===== src/rtl/core/pic_pkg.sv =====
// ----------------------------------------------------------------------------
// pic_pkg: shared types and constants of the priority interrupt controller
// Event codes, init sequence steps, command fields and the priority encoder.
// ----------------------------------------------------------------------------
package pic_pkg;

   typedef enum logic [2:0] {
      OP_READ  = 3'd0,
      OP_WRITE = 3'd1,
      OP_RAISE = 3'd2,
      OP_CLEAR = 3'd3,
      OP_ACK   = 3'd4,
      OP_RESET = 3'd5
   } op_type;

   // Init word sequence; STEP_DONE means the block is initialized.
   typedef enum logic [2:0] {
      STEP_IDLE = 3'd0,
      STEP_ICW2 = 3'd1,
      STEP_ICW3 = 3'd2,
      STEP_ICW4 = 3'd3,
      STEP_DONE = 3'd4
   } init_step_type;

   // Command byte bit positions
   localparam int unsigned ICW1_BIT          = 4;   // init word 1 on the command port
   localparam int unsigned OCW3_BIT          = 3;   // read-select command, else EOI
   localparam int unsigned OCW3_RR_BIT       = 1;   // read-select enable
   localparam int unsigned OCW3_RIS_BIT      = 0;   // 1 selects ISR readback
   localparam int unsigned ICW1_LEVEL_BIT    = 3;   // level mode
   localparam int unsigned ICW1_SINGLE_BIT   = 1;   // no ICW3
   localparam int unsigned ICW1_IC4          = 0;   // ICW4 follows
   localparam int unsigned ICW4_AUTO_EOI_BIT = 1;   // auto end of interrupt

   // EOI codes in command bits 7:5
   localparam logic [2:0] EOI_NON_SPECIFIC = 3'b001;
   localparam logic [2:0] EOI_SPECIFIC     = 3'b011;

   typedef struct packed {
      op_type     op;
      logic       port_sel;
      logic [7:0] data_in;
      logic [2:0] irq_line;
   } req_item_type;

   typedef struct packed {
      logic [7:0] read_data;
      logic       got_interrupt;
      logic [7:0] vector;
      logic       intr_raise;
      logic       intr_drop;
   } rsp_item_type;

   typedef struct packed {
      logic       found;
      logic [2:0] line;
   } pri_type;

   // Lowest set bit wins (line 0 is highest priority).
   function automatic pri_type lowest_set(input logic [7:0] bits);
      pri_type res;
      res.found = 1'b0;
      res.line  = 3'd0;
      for (int i = 7; i >= 0; i--) begin
         if (bits[i]) begin
            res.found = 1'b1;
            res.line  = 3'(i);
         end
      end
      return res;
   endfunction

endpackage


===== src/rtl/core/pic_channels.sv =====
// ----------------------------------------------------------------------------
// pic_channels: valid/ready channels of the priority interrupt controller
// Event channel into the block and result channel out of it.
// ----------------------------------------------------------------------------
interface pic_req_if;
   logic       valid;
   logic       ready;
   logic [2:0] op;
   logic       port_sel;
   logic [7:0] data_in;
   logic [2:0] irq_line;

   modport source (output valid, op, port_sel, data_in, irq_line, input ready);
   modport sink   (input valid, op, port_sel, data_in, irq_line, output ready);
endinterface

interface pic_rsp_if;
   logic       valid;
   logic       ready;
   logic [7:0] read_data;
   logic       got_interrupt;
   logic [7:0] vector;
   logic       intr_raise;
   logic       intr_drop;

   modport source (output valid, read_data, got_interrupt, vector, intr_raise, intr_drop,
                   input ready);
   modport sink   (input valid, read_data, got_interrupt, vector, intr_raise, intr_drop,
                   output ready);
endinterface


===== src/rtl/core/pic_in_stage.sv =====
// ----------------------------------------------------------------------------
// pic_in_stage: event input register
// Holds one accepted event until the core consumes it.
// ----------------------------------------------------------------------------
module pic_in_stage (
   input  logic                  clock,
   input  logic                  reset,
   input  logic                  in_valid,
   output logic                  in_ready,
   input  pic_pkg::req_item_type in_item,
   input  logic                  consume,
   output logic                  item_valid,
   output pic_pkg::req_item_type item
);

   logic                  valid_ff;
   logic                  valid_in;
   pic_pkg::req_item_type item_ff;

   assign in_ready   = !valid_ff || consume;
   assign valid_in   = in_valid || (valid_ff && !consume);
   assign item_valid = valid_ff;
   assign item       = item_ff;

   always_ff @(posedge clock) begin
      if (reset) begin
         valid_ff <= 1'b0;
      end else begin
         valid_ff <= in_ready ? in_valid : valid_in;
      end
   end

   always_ff @(posedge clock) begin
      if (in_valid && in_ready) begin
         item_ff <= in_item;
      end
   end

endmodule


===== src/rtl/core/pic_core.sv =====
// ----------------------------------------------------------------------------
// pic_core: controller state and per-event update
// Request, in-service and mask registers, init sequence, result build.
// ----------------------------------------------------------------------------
module pic_core (
   input  logic                  clock,
   input  logic                  reset,
   input  logic                  fire,
   input  pic_pkg::req_item_type item,
   output pic_pkg::rsp_item_type result
);

   logic [7:0]             mask_ff, mask_in;
   logic [7:0]             request_ff, request_in;
   logic [7:0]             service_ff, service_in;
   logic                   isr_sel_ff, isr_sel_in;
   logic                   level_ff, level_in;
   logic                   single_ff, single_in;
   logic                   ic4_ff, ic4_in;
   logic [4:0]             icw2_ff, icw2_in;
   logic                   aeoi_ff, aeoi_in;
   pic_pkg::init_step_type step_ff, step_in;

   logic                   done;
   logic                   is_icw1;
   logic [7:0]             line_bit;
   logic [7:0]             pend;
   pic_pkg::pri_type       pend_pri;
   pic_pkg::pri_type       svc_pri;
   logic [7:0]             pend_bit;
   logic [7:0]             svc_bit;
   logic [7:0]             eoi_bit;

   assign done     = (step_ff == pic_pkg::STEP_DONE);
   assign is_icw1  = item.data_in[pic_pkg::ICW1_BIT];
   assign line_bit = 8'h01 << item.irq_line;
   assign pend     = request_ff & ~mask_ff & ~service_ff;
   assign pend_pri = pic_pkg::lowest_set(pend);
   assign svc_pri  = pic_pkg::lowest_set(service_ff);
   assign pend_bit = 8'h01 << pend_pri.line;
   assign svc_bit  = svc_pri.found ? (8'h01 << svc_pri.line) : 8'h00;
   assign eoi_bit  = 8'h01 << item.data_in[2:0];

   // Init sequence step
   always_comb begin
      step_in = step_ff;
      if (fire) begin
         unique case (item.op)
            pic_pkg::OP_RESET: step_in = pic_pkg::STEP_IDLE;
            pic_pkg::OP_WRITE: begin
               if (!item.port_sel) begin
                  if (is_icw1) step_in = pic_pkg::STEP_ICW2;
               end else begin
                  unique case (step_ff)
                     pic_pkg::STEP_ICW2: begin
                        if (!single_ff) step_in = pic_pkg::STEP_ICW3;
                        else if (ic4_ff) step_in = pic_pkg::STEP_ICW4;
                        else step_in = pic_pkg::STEP_DONE;
                     end
                     pic_pkg::STEP_ICW3:
                        step_in = ic4_ff ? pic_pkg::STEP_ICW4 : pic_pkg::STEP_DONE;
                     pic_pkg::STEP_ICW4: step_in = pic_pkg::STEP_DONE;
                     default: step_in = step_ff;
                  endcase
               end
            end
            default: step_in = step_ff;
         endcase
      end
   end

   // Register updates and result
   always_comb begin
      mask_in    = mask_ff;
      request_in = request_ff;
      service_in = service_ff;
      isr_sel_in = isr_sel_ff;
      level_in   = level_ff;
      single_in  = single_ff;
      ic4_in     = ic4_ff;
      icw2_in    = icw2_ff;
      aeoi_in    = aeoi_ff;
      result     = '0;
      unique case (item.op)
         pic_pkg::OP_READ: begin
            if (item.port_sel) result.read_data = mask_ff;
            else result.read_data = isr_sel_ff ? service_ff : request_ff;
         end
         pic_pkg::OP_WRITE: begin
            if (item.port_sel) begin
               if (done) begin
                  mask_in = item.data_in;
               end else begin
                  case (step_ff)
                     pic_pkg::STEP_ICW2: icw2_in = item.data_in[7:3];
                     pic_pkg::STEP_ICW4:
                        aeoi_in = item.data_in[pic_pkg::ICW4_AUTO_EOI_BIT];
                     default: ;
                  endcase
               end
            end else if (is_icw1) begin
               result.intr_drop = 1'b1;
               mask_in    = '0;
               request_in = '0;
               service_in = '0;
               isr_sel_in = 1'b0;
               icw2_in    = '0;
               aeoi_in    = 1'b0;
               level_in   = item.data_in[pic_pkg::ICW1_LEVEL_BIT];
               single_in  = item.data_in[pic_pkg::ICW1_SINGLE_BIT];
               ic4_in     = item.data_in[pic_pkg::ICW1_IC4];
            end else if (done) begin
               if (!item.data_in[pic_pkg::OCW3_BIT]) begin
                  case (item.data_in[7:5])
                     pic_pkg::EOI_NON_SPECIFIC: service_in = service_ff & ~svc_bit;
                     pic_pkg::EOI_SPECIFIC:     service_in = service_ff & ~eoi_bit;
                     default: ;
                  endcase
               end else if (item.data_in[pic_pkg::OCW3_RR_BIT]) begin
                  isr_sel_in = item.data_in[pic_pkg::OCW3_RIS_BIT];
               end
            end
         end
         pic_pkg::OP_RAISE: begin
            if (done && ((service_ff | request_ff | mask_ff) & line_bit) == 8'h00) begin
               request_in = request_ff | line_bit;
            end
         end
         pic_pkg::OP_CLEAR: begin
            if (done) begin
               result.intr_drop = svc_pri.found && (svc_pri.line == item.irq_line);
               request_in = request_ff & ~line_bit;
               service_in = service_ff & ~line_bit;
            end
         end
         pic_pkg::OP_ACK: begin
            if (done && pend_pri.found) begin
               if (!aeoi_ff) service_in = service_ff | pend_bit;
               if (!level_ff) request_in = request_ff & ~pend_bit;
               result.got_interrupt = 1'b1;
               result.intr_raise    = 1'b1;
               result.vector        = {icw2_ff, pend_pri.line};
            end
         end
         pic_pkg::OP_RESET: begin
            mask_in    = '0;
            request_in = '0;
            service_in = '0;
            isr_sel_in = 1'b0;
            level_in   = 1'b0;
            single_in  = 1'b0;
            ic4_in     = 1'b0;
            icw2_in    = '0;
            aeoi_in    = 1'b0;
         end
         default: ;
      endcase
   end

   always_ff @(posedge clock) begin
      if (reset) begin
         mask_ff    <= '0;
         request_ff <= '0;
         service_ff <= '0;
         isr_sel_ff <= 1'b0;
         level_ff   <= 1'b0;
         single_ff  <= 1'b0;
         ic4_ff     <= 1'b0;
         icw2_ff    <= '0;
         aeoi_ff    <= 1'b0;
         step_ff    <= pic_pkg::STEP_IDLE;
      end else if (fire) begin
         mask_ff    <= mask_in;
         request_ff <= request_in;
         service_ff <= service_in;
         isr_sel_ff <= isr_sel_in;
         level_ff   <= level_in;
         single_ff  <= single_in;
         ic4_ff     <= ic4_in;
         icw2_ff    <= icw2_in;
         aeoi_ff    <= aeoi_in;
         step_ff    <= step_in;
      end
   end

endmodule


===== src/rtl/core/pic_out_stage.sv =====
// ----------------------------------------------------------------------------
// pic_out_stage: result register
// Holds one result until the sink takes it.
// ----------------------------------------------------------------------------
module pic_out_stage (
   input  logic                  clock,
   input  logic                  reset,
   input  logic                  load,
   input  pic_pkg::rsp_item_type load_item,
   output logic                  can_load,
   output logic                  out_valid,
   input  logic                  out_ready,
   output pic_pkg::rsp_item_type out_item
);

   logic                  valid_ff;
   pic_pkg::rsp_item_type item_ff;

   assign can_load  = !valid_ff || out_ready;
   assign out_valid = valid_ff;
   assign out_item  = item_ff;

   always_ff @(posedge clock) begin
      if (reset) begin
         valid_ff <= 1'b0;
      end else if (can_load) begin
         valid_ff <= load;
      end
   end

   always_ff @(posedge clock) begin
      if (load && can_load) begin
         item_ff <= load_item;
      end
   end

endmodule


===== src/rtl/core/priority_interrupt_controller.sv =====
// ----------------------------------------------------------------------------
// priority_interrupt_controller: eight-line priority interrupt controller
// Path: an event passes the input register, then the result register, and leaves
//   from there when the sink is ready; each event yields exactly one result.
// Throughput: one event per cycle, limited only by the result sink's ready.
// Reset: synchronous; clears both pipeline stages and all controller state.
// ----------------------------------------------------------------------------
module priority_interrupt_controller (
   input  logic      clock,
   input  logic      reset,
   pic_req_if.sink   req_chan,
   pic_rsp_if.source rsp_chan
);

   pic_pkg::req_item_type in_item;
   pic_pkg::req_item_type item;
   pic_pkg::rsp_item_type result;
   pic_pkg::rsp_item_type out_item;
   logic                  item_valid;
   logic                  can_load;
   logic                  fire;

   // Pack the input transfer payload.
   assign in_item.op       = pic_pkg::op_type'(req_chan.op);
   assign in_item.port_sel = req_chan.port_sel;
   assign in_item.data_in  = req_chan.data_in;
   assign in_item.irq_line = req_chan.irq_line;

   // The held event is processed in the cycle it moves into the result register.
   assign fire = item_valid && can_load;

   pic_in_stage u_in (
      .clock      (clock),
      .reset      (reset),
      .in_valid   (req_chan.valid),
      .in_ready   (req_chan.ready),
      .in_item    (in_item),
      .consume    (fire),
      .item_valid (item_valid),
      .item       (item)
   );

   // State registers update only on fire, so events are applied in order.
   pic_core u_core (
      .clock  (clock),
      .reset  (reset),
      .fire   (fire),
      .item   (item),
      .result (result)
   );

   pic_out_stage u_out (
      .clock     (clock),
      .reset     (reset),
      .load      (item_valid),
      .load_item (result),
      .can_load  (can_load),
      .out_valid (rsp_chan.valid),
      .out_ready (rsp_chan.ready),
      .out_item  (out_item)
   );

   assign rsp_chan.read_data     = out_item.read_data;
   assign rsp_chan.got_interrupt = out_item.got_interrupt;
   assign rsp_chan.vector        = out_item.vector;
   assign rsp_chan.intr_raise    = out_item.intr_raise;
   assign rsp_chan.intr_drop     = out_item.intr_drop;

`ifndef NO_ASSERTIONS
   // Both stages full and the sink stalled: no new transfer may be taken.
   a_full_stall: assert property (@(posedge clock) disable iff (reset)
      (item_valid && rsp_chan.valid && !rsp_chan.ready) |-> !req_chan.ready)
      else $error("input accepted while pipeline is full");

   // A result register load comes only from a held event.
   a_load_src: assert property (@(posedge clock) disable iff (reset)
      (rsp_chan.valid && !$past(rsp_chan.valid)) |-> $past(item_valid))
      else $error("result appeared without an event");

   // Raise flag mirrors the acknowledge flag.
   a_raise_ack: assert property (@(posedge clock) disable iff (reset)
      rsp_chan.valid |-> (rsp_chan.intr_raise == rsp_chan.got_interrupt))
      else $error("intr_raise differs from got_interrupt");

   // Vector and read data are zero outside their own events.
   a_vector_zero: assert property (@(posedge clock) disable iff (reset)
      (rsp_chan.valid && !rsp_chan.got_interrupt) |-> (rsp_chan.vector == 8'h00))
      else $error("vector set without an interrupt");

   a_ack_no_read: assert property (@(posedge clock) disable iff (reset)
      (rsp_chan.valid && rsp_chan.got_interrupt) |->
         (rsp_chan.read_data == 8'h00 && !rsp_chan.intr_drop))
      else $error("acknowledge result carries read or drop data");
`endif

endmodule


===== src/flat_wrapper.sv =====
// flat-port wrapper written by rule: the top's interface ports become plain ports
module priority_interrupt_controller_flat 
  (clock, reset, req_chan_valid, req_chan_op, req_chan_port_sel, req_chan_data_in, req_chan_irq_line, req_chan_ready, rsp_chan_valid, rsp_chan_read_data, rsp_chan_got_interrupt, rsp_chan_vector, rsp_chan_intr_raise, rsp_chan_intr_drop, rsp_chan_ready);
  pic_req_if req_chan_i ();
  pic_rsp_if rsp_chan_i ();
  input  logic clock;
  input  logic reset;
  input wire logic [$bits(req_chan_i.valid)-1:0] req_chan_valid;
  input wire logic [$bits(req_chan_i.op)-1:0] req_chan_op;
  input wire logic [$bits(req_chan_i.port_sel)-1:0] req_chan_port_sel;
  input wire logic [$bits(req_chan_i.data_in)-1:0] req_chan_data_in;
  input wire logic [$bits(req_chan_i.irq_line)-1:0] req_chan_irq_line;
  output wire logic [$bits(req_chan_i.ready)-1:0] req_chan_ready;
  output wire logic [$bits(rsp_chan_i.valid)-1:0] rsp_chan_valid;
  output wire logic [$bits(rsp_chan_i.read_data)-1:0] rsp_chan_read_data;
  output wire logic [$bits(rsp_chan_i.got_interrupt)-1:0] rsp_chan_got_interrupt;
  output wire logic [$bits(rsp_chan_i.vector)-1:0] rsp_chan_vector;
  output wire logic [$bits(rsp_chan_i.intr_raise)-1:0] rsp_chan_intr_raise;
  output wire logic [$bits(rsp_chan_i.intr_drop)-1:0] rsp_chan_intr_drop;
  input wire logic [$bits(rsp_chan_i.ready)-1:0] rsp_chan_ready;
  assign req_chan_i.valid = req_chan_valid;
  assign req_chan_i.op = req_chan_op;
  assign req_chan_i.port_sel = req_chan_port_sel;
  assign req_chan_i.data_in = req_chan_data_in;
  assign req_chan_i.irq_line = req_chan_irq_line;
  assign req_chan_ready = req_chan_i.ready;
  assign rsp_chan_valid = rsp_chan_i.valid;
  assign rsp_chan_read_data = rsp_chan_i.read_data;
  assign rsp_chan_got_interrupt = rsp_chan_i.got_interrupt;
  assign rsp_chan_vector = rsp_chan_i.vector;
  assign rsp_chan_intr_raise = rsp_chan_i.intr_raise;
  assign rsp_chan_intr_drop = rsp_chan_i.intr_drop;
  assign rsp_chan_i.ready = rsp_chan_ready;
  priority_interrupt_controller u_core (.clock(clock), .reset(reset), .req_chan(req_chan_i), .rsp_chan(rsp_chan_i));
endmodule

===== config.mk =====
export PLATFORM = sky130hd
export DESIGN_NAME = priority_interrupt_controller_flat
export DESIGN_NICKNAME = d
export VERILOG_FILES = /design/src/rtl/core/pic_pkg.sv /design/src/rtl/core/pic_channels.sv /design/src/rtl/core/pic_in_stage.sv /design/src/rtl/core/pic_core.sv /design/src/rtl/core/pic_out_stage.sv /design/src/rtl/core/priority_interrupt_controller.sv /design/src/flat_wrapper.sv
export SDC_FILE = /design/constraint.sdc
export NUM_CORES = 1
export LEC_CHECK = 0
export ABC_AREA = 1
export BUFFER_PORTS_ARGS = -buffer_cell sky130_fd_sc_hd__buf_2
export CAP_MARGIN = 40
export CORE_UTILIZATION = 45
export CTS_BUF_LIST = sky130_fd_sc_hd__clkbuf_16
export CTS_CLUSTER_DIAMETER = 120
export CTS_CLUSTER_SIZE = 20
export DETAILED_ROUTE_END_ITERATION = 10
export GPL_ROUTABILITY_DRIVEN = 1
export GPL_TIMING_DRIVEN = 0
export RECOVER_POWER = 100
export SKIP_CTS_REPAIR_TIMING = 1
export SLEW_MARGIN = 20
export SYNTH_ARGS = -nofsm -noshare
export SYNTH_HDL_FRONTEND = slang
export SYNTH_HIERARCHICAL = 1
export SYNTH_SLANG_ARGS = --single-unit

===== constraint.sdc =====
create_clock -name clock -period 3 [get_ports clock]
set_clock_uncertainty 0.1 [all_clocks]
set_input_delay 0.6 -clock clock [delete_from_list [all_inputs] [get_ports clock]]
set_output_delay 0.6 -clock clock [all_outputs]
set_load 0.05 [all_outputs]

==> results.txt, run 1 <==
- First-pass DRT Iterations: 5
* Cell Rows: 34
- Setup total negative slack: 0 ns
* Area of the die: 9470 um2
* Run status: finished clean
- After the first detailed-routing iteration, the DRC count stood at 344.
- Clock latency on the worst-skew pair, taken at its later pin, is 0.34 ns.
* Worst-path cell with the longest stage delay: edfxtp_1
* Register bit count reported by yosys: 73
- Largest cells by area after synthesis: edfxtp_1 (25%), dfxtp_1 (19%), nand2_1 (12%)
- Headroom to the max-slew limit: 34.3%
* Longest Clk Path Bufs: 2
- Fraction of registers with async set or reset after synthesis: 0%
- After detailed routing, the average wire length per cell comes to 15.9 um.
- Starting Density: 46.7%
- Yosys warning total: 6
- At the end of the flow the core is filled with cells to 53.1%.
* Start point of the worst hold path: req_chan_data_in[6]
- Entering global routing, the biggest net connects 15 pins.
- Portion of total power attributed to sequential cells: 44.3%
- Part of the total power dissipated in the clock network: 43.6%
- Max-cap violations in this run came to 0.
- Combinational fraction of design power: 12.1%
- Post-Synth Simple-Gate Area: 29.6%
- Fraction of power spent switching nets: 28.2%
- Worst Reg2Reg Path Length in Cells: 9
* Number of cells on the critical path: 9
* Combinational family with the most area after synthesis: simple AND/OR/NAND/NOR gates
- Counting flops with a built-in enable in the synthesized netlist gives 34.
- Along the worst hold path, the cell count comes to 1.
- The first global-routing pass estimated 18300 um of wire.
- The synthesized netlist devotes 16.4% of its cell area to compound gates.
- After clock tree synthesis, the clock-pin slew on the worst setup and hold paths is 0.06 ns.
- Adder-cell share of the synthesized area: 0%
- Ratio of cells with drive above 1 in the final layout: 9.50%
- Number of antenna violations at the first check in global routing: 0
- In this run the tool buffered the top-level ports with 39 buffer cells.
* Proportion of synthesized area in mux cells: 0%
- After technology mapping, the gate count stands at 564.
* CP max stage delay: 0.42 ns
- The number of global-route vias before repair came to 3559.
- Wires add up to 11600 um.
- Crit path launch type: register
* Die width: 97.3 um
- For this block, the via count after detailed routing is 3903.
- The repair_antennas step left the layout with diodes totalling 0.
- Min-Delay Path Class: input port to register
- Internal power comes to 1810 uW.
* Synth area leader: edfxtp_1
- Relative to the synthesized area, the layout overhead comes to 13.8%.
* Pins over their slew limit: 0
* Ratio of routed vias to standard cells: 5.35
* Static Leakage: 0.00195 uW
* GRT Total Usage: 25.4%
- Most used flip-flop cell after synthesis: dfxtp_1
- Arrival time at the worst endpoint: 2.49 ns
* Dominant delay contributor by cell family on the critical path: buffers and inverters
- The smallest clock period supported by the final layout is computed as 2.40 ns.
- In this run the clock root is driven by a clkbuf_16.
- Setup repair after global routing left no endpoint under its margin.
* Highest net fanout along the worst path: 10
- Startpoint of the worst-slack reg-to-reg timing path: u_core/u_in/item[13]
- Worst r2r dst: u_core/u_out/out_item[4]
- Fill count: 904
* Net switching power: 712 uW
* Final hold slack: 0.331 ns
- The clock net in this run drives a total of 73 sinks.
- Clock tree from TritonCTS: done
* List of most frequent post-synthesis cells: nand2_1 (133), inv_1 (80), nor2_1 (67)
- Buffering stage count on the worst path with inverters included: 5
- Summing the areas of all xor and xnor instances in the mapped netlist gives 0.214% of the synthesized area.
* Data required time of the worst path: 3.09 ns
- For flop-to-flop paths, the worst setup slack is 0.60 ns.
* Global route total overflow: 0
* CTS Buf Count: 9
* Gpl congestion: 0.971
* Die height: 97.3 um
- Depth of the CTS H-tree: 3
- Highest Clock Rate: 416 MHz
- For the pin with the worst max-slew slack, the measured transition is 0.978 ns.
- The multi-input combinational cells in the finished layout cover a total of 1840 um2.
- Counting stages on the worst path, the most repeated cell is inv_1.
* Critical setup path kind: register to register
- Final worst path period share: 80.1%
* Layout Nets: 635
- Post-Synthesis Mean Instance Area: 7.25 um2
* Core area: 8760 um2
* Portion of the post-synthesis area used by sequential elements: 44.1%
* Synth Net Count: 583
- Power density relative to cell area: 543 nW/um2
- For hold timing, the worst endpoint is u_core/u_in/item[9].
* Library cells used by synthesis: 42
- Setup violation total in the final timing report: 0
* Reg area: 1800 um2
- DRC violations left: 0
* Yosys top cell area share: 25.0%
* Count of nets left with antenna violations after detail routing: 0
- Detailed placement ended at an HPWL of 8850 um.
* Type of element capturing the critical path: register
* Ports placed on the boundary: 40
- VDD sags by at most 0.000315 V.
- Traced cell by cell, the critical path runs through inv_1, nand2_1, nor2_4, clkbuf_1, inv_1, buf_2, nor2_1, inv_1, nor2_1.
- Number of hold violations in the final report: 0
- Dominant cell by count in the synthesized netlist: nand2_1
* Summed instance area of the synthesized netlist: 4090 um2
-- routing by layer --
| layer | track usage (%) | vias up | share of wire [%] |
|---|---|---|---|
| li1 | - | 1958 | - |
| met1 | 35.2 | 1784 | 48 |
| met2 | 40.3 | 141 | 45 |
| met3 | 3.45 | 20 | 5.3 |
| met4 | 10.2 | 0 | 1.8 |
| met5 | 0 | - | 0 |
-- placed cells by master (no fill, tap or decap), types with 2 or more instances in the layout --
cell type | Yosys | routed
inv_2 | 7 | 5
buf_2 | 3 | 21
o21ai_0 | 47 | 49
a41oi_1 | 2 | 2
dfxtp_1 | 39 | 39
nor2_1 | 67 | 68
clkbuf_16 | 0 | 9
inv_1 | 80 | 82
a211oi_1 | 7 | 7
nand4_1 | 6 | 7
nand3_2 | 3 | 3
clkbuf_1 | 6 | 30
edfxtp_1 | 34 | 34
nand3_1 | 31 | 31
clkinv_1 | 1 | 2
nor4_1 | 2 | 2
inv_6 | 0 | 3
o21ai_1 | 7 | 6
a21oi_1 | 43 | 46
nand2_2 | 5 | 2
a21oi_2 | 5 | 2
a31oi_1 | 2 | 2
nand2_1 | 133 | 137
nor3_1 | 11 | 12
-- flip-flops by register name (all words and copies together) (netlist names), 3 cells and up --
name                      cells
u_core/u_core/icw2_ff         5
u_core/u_core/mask_ff         8
u_core/u_core/request_ff      8
u_core/u_core/service_ff      8
u_core/u_core/step_ff         3
u_core/u_in/item             15
u_core/u_out/out_item        19
-- stage by stage --
stage | cells | total power, uW | setup slack (ns) | instance area, um2
after CTS | 729 | 2570 | 0.836 | 4750
final | 729 | 2530 | 0.597 | 4650
after floorplan | 564 | 1360 | 0.896 | 4090
after detailed placement | 713 | 1460 | 0.716 | 4450
after global routing | 729 | 2630 | 0.356 | 4650
after global placement | 711 | 1450 | 0.344 | 4420
-- power by group through the flow --
stage	logic (uW)	clock network, uW	registers, uW
final	306	1100	1120
after global routing	336	1170	1120
after global placement	309	0	1140
after CTS	318	1130	1120
after floorplan	180	0	1180
after detailed placement	316	0	1140
-- how the worst max path moves through the flow --
stage,startpoint,endpoint,slack [ns]
after CTS,u_core/u_in/item[11],u_core/u_core/request_ff[1],0.84
final,u_core/u_in/item[13],u_core/u_out/out_item[4],0.60
after global placement,rsp_chan_ready,u_core/u_out/out_item[0],0.34
after floorplan,rsp_chan_ready,u_core/u_in/item[0],0.90
after detailed placement,rsp_chan_ready,u_core/u_core/mask_ff[6],0.72
after global routing,u_core/u_in/item[13],u_core/u_core/mask_ff[4],0.36
-- layout make-up --
class	instances	share of cell area, %
Multi-Input combinational cell	390	39.6
Timing Repair Buffer	41	3.79
Tap cell	108	2.90
Buffer	12	1.29
Clock buffer	9	4.84
Sequential cell	73	38.7
Inverter	89	7.23
Clock inverter	7	1.64
-- kinds of logic after synthesis --
kind of cell	Yosys count
DFF	73
and+or+nand+nor	270
buffers and inverters	101
xor gates and xnor gates	1
AOI/OAI and AO/OA	119
(Power assumes the default switching activity.)
==> run 2, diff against run 1 <==
==> constraint.sdc (replaced) <==
create_clock -name clock -period 2.3 [get_ports clock]
set_clock_uncertainty 0.1 [all_clocks]
set_input_delay 0.46 -clock clock [delete_from_list [all_inputs] [get_ports clock]]
set_output_delay 0.46 -clock clock [all_outputs]
set_load 0.05 [all_outputs]
==> results.txt, run 2 (synthesis results as in run 1) <==
- Run status: finished clean (unchanged).
- The total count of hold-check failures in the final report is 0 (unchanged).
* Clock tree from TritonCTS: done (unchanged)
* Critical setup path kind: register to register (unchanged)
- The register-to-register path setup slack came to 0.1 ns (was 0.60 ns).
* Starting Density: 46.7% (unchanged)
- The die area came to 9470 um2 (unchanged).
- Pins over their slew limit: 0 (unchanged)
- The kind of end point of the critical path is a register (unchanged).
* Ratio of cells with drive above 1 in the final layout: 11.6% (was 9.50%)
- The total of max-cap violations is 0 (unchanged).
- The slew at the pin closest to its max-slew limit is 0.780 ns (was 0.978 ns).
- Commonest non-fill, non-tap cell in the layout: nand2_1 (unchanged)
- The net total in the final layout was 635 (unchanged).
- Final worst path period share: 95.8% (was 80.1%)
- CP max stage delay: 0.34 ns (was 0.42 ns)
- Antenna diode count: 0 (unchanged)
- Gpl congestion: 0.971 (unchanged)
- The number of DRC violations after detailed routing was 0 (unchanged).
- The number of port buffers is 39 (unchanged).
- The fmax was 454 MHz (was 416 MHz).
- Power density relative to cell area: 704 nW/um2 (was 543 nW/um2)
- Arrival time at the worst endpoint: 2.34 ns (was 2.49 ns)
- Min-Delay Path Class: input port to register (unchanged)
* Depth of the CTS H-tree: 3 (unchanged)
- Final hold slack: 0.191 ns (was 0.331 ns)
* First-pass DRT Iterations: 7 (was 5)
* Clock transition at path regs: 0.06 ns (about the same)
- The routed length per placed instance came to 16.0 um (was 15.9 um).
- The count of pins on the block boundary came to 40 (unchanged).
* Crit path launch type: register (unchanged)
* Total wire length: 11600 um (about the same)
- Critical path cell sequence: inv_1, nand3_4, inv_1, nand2_1, nor2_1, nand3_1, nand2_1, nand3_1, nor2_2, nand2_1, nor2_1, nor2_1 (was inv_1, nand2_1, nor2_4, clkbuf_1, inv_1, buf_2, nor2_1, inv_1, nor2_1).
* Synthesis-to-layout area growth: 14.8% (was 13.8%)
- Starting DRT DRC Count: 315 (was 344)
* Number of antenna violations at the first check in global routing: 0 (unchanged)
- The die extent in y is 97.3 um (unchanged).
- Final std cell area, no fill: 4690 um2 (was 4650 um2)
* Final critical delay including setup and external delays: 2.20 ns (was 2.40 ns)
* Total via count after detailed routing: 3929 (was 3903)
- Number of global-route vias before repair: 3559 (unchanged)
- The total cell area at the placement stage came to 4450 um2 (unchanged).
* Setup violation total in the final timing report: 0 (unchanged)
- Insertion delay to the later sink of the worst-skew pair: 0.34 ns (about the same)
- Count of nets left with antenna violations after detail routing: 0 (unchanged)
- The leftover overflow at the end of global routing came to 0 (unchanged).
- Total chip power: 3300 uW (was 2530 uW)
- The global-route wire length before repair was 18300 um (unchanged).
* Startpoint of the worst-slack reg-to-reg timing path: u_core/u_core/step_ff[0] (was u_core/u_in/item[13])
* Headroom to the max-slew limit: 48.0% (was 34.3%)
- The leakage power figure was 0.00197 uW (was 0.00195 uW).
- The final core utilization is 53.6% (was 53.1%).
- The cell count of the worst reg-to-reg path is 12 (was 9).
- The launch instance of the worst min-delay path was req_chan_data_in[6] (unchanged).
- Unrepaired setup endpoints after global routing: no (unchanged)
- Half-perimeter wire length after placement: 8850 um (unchanged)
- Die width: 97.3 um (unchanged)
* Longest Clk Path Bufs: 2 (unchanged)
* GRT Total Usage: 25.4% (unchanged)
* Number of flip-flops under the largest register name: 19 (unchanged)
- The critical register-to-register path endpoint is u_core/u_core/request_ff[1] (was u_core/u_out/out_item[4]).
* Highest net fanout along the worst path: 4 (was 10)
* Cell Rows: 34 (unchanged)
- Data required time of the worst path: 2.43 ns (was 3.09 ns)
* Highest-count cells in the layout ignoring fill and taps: nand2_1 (135), inv_1 (79), nor2_1 (67) (was nand2_1 (137), inv_1 (82), nor2_1 (68))
* Num Clock Sinks: 73 (unchanged)
* CTS Buf Count: 9 (unchanged)
* Ratio of routed vias to standard cells: 5.39 (was 5.35)
- Launch point of the critical path: u_core/u_core/step_ff[0] (was u_core/u_in/item[13])
- Largest net degree at the start of global routing: 15 (unchanged)
* Highest ir drop seen on vdd: 0.000412 V (was 0.000315 V)
* CTS Root Cell: clkbuf_16 (unchanged)
- Core area: 8760 um2 (unchanged)
* Worst-path cell with the longest stage delay: dfxtp_1 (was edfxtp_1)
- Setup crit end: u_core/u_core/request_ff[1] (was u_core/u_out/out_item[4])
## run 2: cell types whose count changed in the layout (fill, tap and decap cells not counted), moves of 2 or more
cell and change:
inv_1 -3, inv_2 +3, a21oi_1 -2, a21oi_2 +2, clkbuf_1 -2, clkbuf_2 +2
nand2_1 -2, o21ai_1 -2
## run 2: report_power, final
group	internal [uW]	total (uW)	leakage, uW	switching [uW]
combinational	102	408	0.00118	307
clock	850	1440	0.000144	586
sequential	1420	1460	0.000649	41.0
## run 2: through the flow
step           setup WS [ns]  setup TNS, ns  cells
2_1_floorplan          0.246              0    564
3_3_place_gp          -0.216          -6.66    711
3_5_place_dp           0.156              0    713
4_1_cts                0.136              0    729
6_report              0.0965              0    729
5_1_grt              0.00786              0    729
## run 2: routing by layer
layer | up-vias | global-route usage (%) | routed length, um | share of wire, %
li1 | 1955 | - | - | -
met1 | 1786 | 35.2 | 5410 | 47
met2 | 165 | 40.3 | 5200 | 45
met3 | 23 | 3.45 | 776 | 6.7
met4 | 0 | 10.2 | 248 | 2.1
met5 | - | 0 | 0 | 0
## run 2: worst min path at each step
stage | depth (start not counted) | endpoint | slack [ns]
floorplan | 2 | u_core/u_core/service_ff[2] | 0.34
global placement | 2 | u_core/u_core/service_ff[2] | 0.35
detailed placement | 2 | u_core/u_core/service_ff[2] | 0.36
CTS | 1 | u_core/u_in/item[9] | 0.18
global route | 1 | u_core/u_in/item[6] | 0.19
finish | 1 | u_core/u_in/item[9] | 0.19
## run 2: critical path: cells and delay by family (launching register included)
family / cells / cell delay, ns
buf+inv: 2 / 0.41
flops: 1 / 0.34
simple gates: 10 / 1.25
## run 2: layout make-up
type,instances,area [um2]
well taps,108,135
fillers,900,4070
plain buffers,12,63.8
clock buffers,9,225
flip-flops and latches,73,1800
repair buffers,41,178
clock inverters,7,76.3
multi-input cells,390,1880
inverters,89,337
